==> src/rtl/csa_ram.sv <==
// Generic single-clock RAM: one write port, one read port, registered read.
// No dependencies.
`default_nettype none

module csa_ram #(
  parameter int WIDTH = 8,
  parameter int DEPTH = 16
) (
  input  wire  logic                          clk_i,
  input  wire  logic                          we_i,
  input  wire  logic [$clog2(DEPTH)-1:0]      waddr_i,
  input  wire  logic [WIDTH-1:0]              wdata_i,
  input  wire  logic                          re_i,
  input  wire  logic [$clog2(DEPTH)-1:0]      raddr_i,
  output logic       [WIDTH-1:0]              rdata_o
);

  logic [WIDTH-1:0] mem_q [DEPTH];

  always_ff @(posedge clk_i) begin
    if (we_i) begin
      mem_q[waddr_i] <= wdata_i;
    end
    if (re_i) begin
      rdata_o <= mem_q[raddr_i];
    end
  end

endmodule

`default_nettype wire

==> config.mk <==
export PLATFORM = sky130hd
export DESIGN_NAME = csa_ram
export DESIGN_NICKNAME = d
export VERILOG_FILES = /design/src/rtl/csa_ram.sv
export SDC_FILE = /design/constraint.sdc
export NUM_CORES = 1
export LEC_CHECK = 0
export BUFFER_PORTS_ARGS = -buffer_cell sky130_fd_sc_hd__buf_2
export CAP_MARGIN = 25
export CORE_ASPECT_RATIO = 1.5
export CORE_UTILIZATION = 65
export DETAILED_ROUTE_END_ITERATION = 12
export PLACE_DENSITY = 0.88
export SYNTH_ARGS = -nofsm -noshare
export SYNTH_HDL_FRONTEND = slang
export SYNTH_SLANG_ARGS = --single-unit
==> constraint.sdc <==
create_clock -name clk_i -period 3 [get_ports clk_i]
set_input_delay 0.15 -clock clk_i [delete_from_list [all_inputs] [get_ports clk_i]]
set_output_delay 0.15 -clock clk_i [all_outputs]
set_load 0.1 [all_outputs]
==> metrics.csv <==
metric,value,unit
outcome,finished clean,
"antenna viol nets, final",0,
DRC Markers,0,
worst-path cell with the longest stage delay,mux4_1,
clock-pin slew on the worst setup and hold paths,50,ps
setup ws final,1370,ps
full die area,0.00841,mm²
IO buf count,26,
post-synthesis average cell area,22.8,µm²
FILL cells,395,
Power Dens Cells,729,mW/mm²
post-synthesis cell type count,18,
proportion of layout cells with a drive suffix above 1,27.2,%
Fin. Hold Viols,0,
GRT Total Usage,28.3,%
Post-Place Cell Area,0.00546,mm²
number of placement rows,39,
Initial DRT Pass Iterations,4,
H-tree depth,4,
compound-gate portion of the synthesized area,2.30,%
min cycle time layout,1630,ps
Max Slew Vio Count,0,
setup violators final,0,
fin crit share,54.4,%
vias in the first global route,2638,
dpl ws,978,ps
Setup Crit Path Kind,primary input to flop,
r2r startpoint,mem_q[1][1],
Layout area overhead,15.3,%
R2R Setup Slk,1470,ps
clk_lat worst skew,410,ps
Critical path buffers and inverters,2,
Hold Path Depth,1,
post-synthesis mux area share,14.8,%
die height,112,µm
# IOs,27,
Syn Std Cell Area,0.00523,mm²
HP Class,primary input to flop,
Slew Limit Headroom,35.7,%
Setup Buffers After CTS,0,
CP endpoint kind,flop,
Top delay family on crit path,buffers and inverters,
Post-CTS Hold Fix Bufs,0,
first-pass GRT wire length,15500,µm
Worst EP arrival,1790,ps
Die W,75.2,µm
most frequent cells after synthesis,"136 x edfxtp_1, 18 x mux4_2, 16 x a22oi_1, 14 x mux4_1, 13 x nor2_1",
CP max FO,19,
Max Cap Viol,0,
initial antenna violation count,0,
worst reg2reg endpoint,rdata_o[1],
Worst setup SP type,primary input,
"FF+latch count, synth",136,
Synth Area in XOR/XNOR,0,%
worst hold endpoint,rdata_o[6],
maximum VDD drop,0.581,mV
CP cell instances,buf_2 -> buf_12 -> mux4_1 -> a22oi_1 -> nand2_1,
Post-Syn Instances,229,
root buffer cell,clkbuf_16,
Sink Count,136,
DR vias/cell,6.48,
n_diodes,0,
Crit path largest cell delay,590,ps
largest net degree at the start of global routing,33,
Peak Freq,613,MHz
Num CTS Buffers,17,
Final #Nets,289,
Yosys top cell area share,78.1,%
CTS max path bufs,2,
total negative slack,0,ps
Synth Warn #,0,
grt total ovfl,0,
DR WL/cell,26.3,µm
min-delay src,re_i,
Least-Margin Pin Slew,961,ps
worst-case reg-to-reg path depth,3,
Worst EP required,3150,ps
initial core utilization,67.8,%
Seq. cell area,0.00408,mm²
"FFs w/ async S/R, synth",0,%
cts repair resizes,0,
Synth area leader,edfxtp_1,
TritonCTS clock tree,yes,
Adder-Cell Fraction of Synth Area,0,%
fin area,0.00603,mm²
Starting DRT DRC Count,213,
Post-DP HPWL,6090,µm
simple-gate area share of the yosys netlist,3.14,%
Multi-input gate area,0.00106,mm²
most common cell in the netlist,edfxtp_1,
main combinational cell family by area after synthesis,multiplexers,
synth top area cells,"edfxtp_1 78%, mux4_2 7.8%, mux4_1 7.0%, a22oi_1 2.3%, nor2_1 0.93%",
gpl congestion,0.762,
RSZ-0062 raised after global routing,false,
"EDFF count, synth",136,
top_reg_cell synth,edfxtp_1,
final setup skew,4.34,ps
Post-Route WL,10100,µm
Synth Net Count,248,
register area share after synthesis,78.1,%
leakage power,2.02,nW
core box area,0.00771,mm²
total number of vias,2495,
-- cell families after synthesis --
logic type,count (synthesis)
multiplexers,32
flip-flops,136
buffers and inverters,10
AO/OA/AOI/OAI,16
AND/OR/NAND/NOR,35
-- per-layer routing --
layer,GRT usage [%],part of all wire [%],up-vias
li1,-,-,1066
met1,37.6,36,1262
met2,44.6,55,149
met3,7.06,6.8,18
met4,12.7,2.1,0
met5,0,0,-
-- how the worst max path moves through the flow --
stage,start,end,slack [ps],cells after the start
2_1_floorplan,waddr_i[2],mem_q[0][0],1360,2
6_report,raddr_i[0],rdata_o[3],1370,5
5_1_grt,raddr_i[0],rdata_o[3],1260,5
3_5_place_dp,raddr_i[0],rdata_o[3],980,5
3_3_place_gp,raddr_i[0],rdata_o[3],1020,5
4_1_cts,raddr_i[0],rdata_o[3],1360,5
-- state kept, by name (all words and copies together), names as in the netlist --
name / cells
rdata_o: 8
mem_q: 128
-- stage by stage --
stage	utilization [%]	total power [mW]	hold slack, ps	std cells
after detailed placement	70.8	2.44	525	353
after CTS	78.2	4.41	96.1	385
after global placement	70.8	2.43	525	353
after global routing	78.2	4.51	103	385
final	78.2	4.40	103	385
after floorplan	-	2.36	249	229
-- layout make-up --
cell class                 count  share of cell area (%)
timing repair buffer          32                    3.11
tap                          102                    2.12
sequential                   136                    67.8
multi-input combinational     83                    17.5
clock buffer                  21                    7.31
clock inverter                11                    2.16
-- where the power goes --
part | total [mW] | internal [mW] | switching [mW]
Clock | 1.99 | 1.29 | 0.696
Combinational | 0.254 | 0.0776 | 0.176
Sequential | 2.16 | 2.14 | 0.0126
-- placed cells by master, fill, tap and decap left out --
master	n
mux4_1	14
clkinv_2	5
clkbuf_1	4
clkinvlp_4	1
nand2_1	9
bufinv_16	3
nand2b_1	2
buf_12	1
and2b_1	1
clkbuf_16	17
nor2_1	13
nor3_1	4
or3b_2	1
nand3b_1	2
nand3_1	1
and2_1	1
nor2b_1	1
mux4_2	18
buf_2	26
clkinv_1	2
edfxtp_1	136
a22oi_1	16
buf_4	5
Note: power is estimated with default switching activity, not from simulation.
