[config.mk]
export PLATFORM = sky130hd
export DESIGN_NAME = csa_accum
export DESIGN_NICKNAME = d
export VERILOG_FILES = /design/src/rtl/csa_pkg.sv /design/src/rtl/csa_accum.sv
export SDC_FILE = /design/constraint.sdc
export NUM_CORES = 1
export LEC_CHECK = 0
export ABC_CLOCK_PERIOD_IN_PS = 8600
export BUFFER_PORTS_ARGS = -buffer_cell sky130_fd_sc_hd__buf_2
export CORE_ASPECT_RATIO = 2
export CORE_MARGIN = 8
export CORE_UTILIZATION = 53
export DETAILED_ROUTE_END_ITERATION = 7
export PLACE_DENSITY_LB_ADDON = 0.1
export SYNTH_ARGS = -nofsm -noshare
export SYNTH_HDL_FRONTEND = slang
export SYNTH_SLANG_ARGS = --single-unit
[constraint.sdc]
create_clock -name vclk -period 8.6
set_clock_uncertainty 0.2 [all_clocks]
set_input_delay 0.86 -clock vclk [all_inputs]
set_output_delay 0.86 -clock vclk [all_outputs]
set_load 0.005 [all_outputs]
[src/rtl/csa_pkg.sv]
// Shared types and default sizes for the count sketch accumulator.
// No dependencies.
`default_nettype none

package csa_pkg;

  localparam int BINS_DEF       = 1024;
  localparam int SAMPLE_W_DEF   = 32;
  localparam int SUM_W_DEF      = 48;
  localparam int LABEL_W        = 10;

  typedef enum logic {
    REQ_ACC  = 1'b0,
    REQ_READ = 1'b1
  } req_e;

  typedef struct packed {
    logic valid;
    req_e req;
    logic in_range;
  } ctl_t;

endpackage

`default_nettype wire

[src/rtl/csa_accum.sv]
// Bin update: saturating add of a signed sample into a bin, or read and clear.
// Depends on csa_pkg.
`default_nettype none

module csa_accum #(
  parameter int SAMPLE_WIDTH = csa_pkg::SAMPLE_W_DEF,
  parameter int SUM_WIDTH    = csa_pkg::SUM_W_DEF
) (
  input  wire  csa_pkg::ctl_t                 ctl_i,
  input  wire  logic signed [SAMPLE_WIDTH:0]  addend_i,
  input  wire  logic signed [SUM_WIDTH-1:0]   cur_sum_i,
  input  wire  logic                          cur_mark_i,
  output logic                                wr_en_o,
  output logic        [SUM_WIDTH-1:0]         new_sum_o,
  output logic                                new_mark_o,
  output logic        [SUM_WIDTH-1:0]         out_sum_o,
  output logic                                out_mark_o
);

  import csa_pkg::*;

  localparam int EW = ((SUM_WIDTH > SAMPLE_WIDTH + 1) ? SUM_WIDTH : SAMPLE_WIDTH + 1) + 1;

  logic [EW-1:0]           exact;
  logic [EW-SUM_WIDTH:0]   top_bits;
  logic                    ovf;
  logic [SUM_WIDTH-1:0]    clamp;

  assign exact = {{(EW-SUM_WIDTH){cur_sum_i[SUM_WIDTH-1]}}, cur_sum_i}
               + {{(EW-SAMPLE_WIDTH-1){addend_i[SAMPLE_WIDTH]}}, addend_i};
  assign top_bits = exact[EW-1:SUM_WIDTH-1];
  assign ovf      = ~((&top_bits) | ~(|top_bits));
  assign clamp    = exact[EW-1] ? {1'b1, {(SUM_WIDTH-1){1'b0}}}
                                : {1'b0, {(SUM_WIDTH-1){1'b1}}};

  always_comb begin
    wr_en_o    = ctl_i.valid & ctl_i.in_range;
    out_sum_o  = ctl_i.in_range ? cur_sum_i : '0;
    out_mark_o = ctl_i.in_range & cur_mark_i;
    unique case (ctl_i.req)
      REQ_ACC: begin
        new_sum_o  = ovf ? clamp : exact[SUM_WIDTH-1:0];
        new_mark_o = cur_mark_i | ovf;
      end
      REQ_READ: begin
        new_sum_o  = '0;
        new_mark_o = 1'b0;
      end
      default: begin
        new_sum_o  = '0;
        new_mark_o = 1'b0;
      end
    endcase
  end

endmodule

`default_nettype wire

==> key figures <==
Outcome
  • Outcome: finished, final reports clean

Finish
  • Layout clock buffers: 0
  • Seq cells: 0
  • Final Cell Area: 4500 um2
  • Fraction of layout cells with a size suffix above 1: 0.333
  • Commonest non-fill, non-tap cell in the layout: buf_2
  • Area Overhead vs Synth: 24.3%
  • Layout Cells excl Fill: 770
  • Antenna diode count: 0
  • Register area: 0 um2
  • Final core occ: 0.680
  • # nets final: 818
  • Most frequent cells in the layout: 184 x buf_2, 73 x a21oi_1, 53 x and2_1, 48 x ha_1, 35 x nand2_1
  • Layout fillers: 654

Floorplan
  • Die ar.: 9900 um2
  • Initial Util: 0.547
  • CORE AREA: 6620 um2
  • Chip Width: 74.5 um
  • Die Ht: 133 um
  • Num rows: 42
  • Boundary pin count: 184

Setup path
  • Crit path max fanout: 29
  • CP peak stage delay: 0.61 ns
  • WP buf/inv: 4
  • Crit path DAT: 4.77 ns
  • Req. time, crit path: 7.54 ns
  • Critical path class: input port to output pin
  • Crit end category: output pin
  • CP max stage cell: xnor2_4
  • Worst Setup SP: cur_sum_i[0]
  • CP Launch Type: input port
  • Crit-path cells: buf_2 -> ha_1 -> inv_1 -> fa_1 -> nand2b_1 -> a21o_1 -> a21oi_2 -> a21oi_1 -> o31a_1 -> o21ai_2 -> a31oi_2 -> o31a_1 -> xnor2_4 -> buf_4 -> a21oi_1 -> buf_2
  • CP delay by family, top: compound AO/OA/AOI/OAI gates

Routing
  • Routed WL: 13,000 um
  • Via/cell ratio: 5.89
  • Initial DRC Count: 230
  • Drt pass-1 iters: 5
  • Drt wl/cell: 16.9 um
  • Total number of vias: 4,534
  • ANT nets after route: 0
  • Drt drc: 0

Placed design
  • DP Wirelength: 11,100 um
  • Placed cell area: 4500 um2
  • Dpl ws: 2.80 ns
  • Placed Cells incl. Taps: 770
  • GPL Wtd Cong: 0.969
  • Count of buffers from port buffering: 184

GRT
  • Met1 Use GR: 0.240
  • Pin count of the biggest net entering global routing: 51
  • Total track usage: 0.252
  • First-pass GRT wire length: 21,100 um
  • Met3 Use GR: 0.0280
  • Initial antenna violation count: 0
  • Remaining Overflow, GRT: 0
  • Grt met2 use: 0.511
  • Gr busiest metal: met2
  • Number of global-route vias before repair: 4,609

Timing
  • Slew HR: 0.505
  • Final period util: 0.678
  • Final max-slew violation count: 0
  • Hold Worst Slack: 1.80 ns
  • Post-route setup slack: 2.77 ns
  • Min Tclk post-route: 5.83 ns
  • Setup tns final: 0 ns
  • Final hold violation count: 0
  • RSZ-0062 raised after global routing: no
  • Highest clock rate: 172 MHz
  • Final setup violation count: 0
  • Least-Margin Pin Slew: 0.742 ns

Clock network
  • Postcts setup bufs: 0
  • Cts hold-fix bufs: 0
  • CTS resizes: 0

Power and ir drop
  • Pwr dens: 90.0 nW/um2
  • Total power: 406 uW
  • Worst VDD drop: 0.0000517 V
  • Pleak: 2.24 nW

Logic synthesis
  • Distinct cells, synth: 53
  • Post-synthesis cell count: 530
  • Synth Warn #: 0
  • Synth Cell Area: 3620 um2
  • Syn avg cell area: 6.84 um2
  • Sequential area share after synthesis: 0
  • Post-Syn Nets: 664

Run
  • Maxcap violations: 0

Min path
  • Worst hold-check path type: input port to output pin
  • Hold Path Origin: ctl_i[2]
[where the power goes]
group          internal [mW]  switching (mW)  total [mW]  leakage, nW
clock network              0               0           0            0
logic                  0.169           0.236       0.406         2.24
registers                  0               0           0            0
[cells in the mapped netlist, drive strengths merged (5+ instances only)]
cell type | instances | area, um2
a21oi | 104 | 637
and2 | 53 | 332
ha | 48 | 601
o21ai | 36 | 184
nand2 | 35 | 131
nor2 | 26 | 97.6
a21o | 22 | 165
xnor2 | 22 | 200
xor2 | 22 | 193
clkbuf | 20 | 75.1
inv | 16 | 60.1
nand4 | 15 | 93.8
buf | 14 | 114
nand3 | 12 | 60.1
a31oi | 9 | 62.6
o21a | 9 | 67.6
nor2b | 8 | 50.1
nand2b | 5 | 31.3
o211ai | 5 | 37.5
o21bai | 5 | 37.5
o31ai | 5 | 51.3
[routing by layer]
| metal | part of all wire | vias up | routed length, um |
|---|---|---|---|
| li1 | - | 2233 | - |
| met1 | 0.34 | 2100 | 4400 |
| met2 | 0.57 | 173 | 7450 |
| met3 | 0.060 | 28 | 774 |
| met4 | 0.027 | 0 | 353 |
| met5 | 0 | - | 0 |
[area by class of cell]
class,instances,area [um2],share of cell area
multi-input combinational,480,3400,0.754
tap,88,110,0.0244
timing repair buffer,186,936,0.208
inverter,16,60.1,0.0133
[kinds of logic (layout without fill, tap and decap cells)]
logic type	after synthesis	after routing	synth area share
AO/OA/AOI/OAI	216	216	0.399
XOR/XNOR	44	44	0.108
adder cells (fa/ha/maj)	49	49	0.171
buffers and inverters	50	202	0.0687
multiplexers	2	2	0.00552
AND/OR/NAND/NOR	169	169	0.247
[worst min-delay path, cell delays in order]
cell and delay [ns]:
buf_2 0.07, and2_1 0.10, buf_2 0.10
[path summary, 6_finish.rpt]
kind / end / slack [ns] / cells after the start
worst max-delay path: new_mark_o / 2.77 / 16
worst min-delay path: wr_en_o / 1.80 / 3
(Power assumes the default switching activity.)
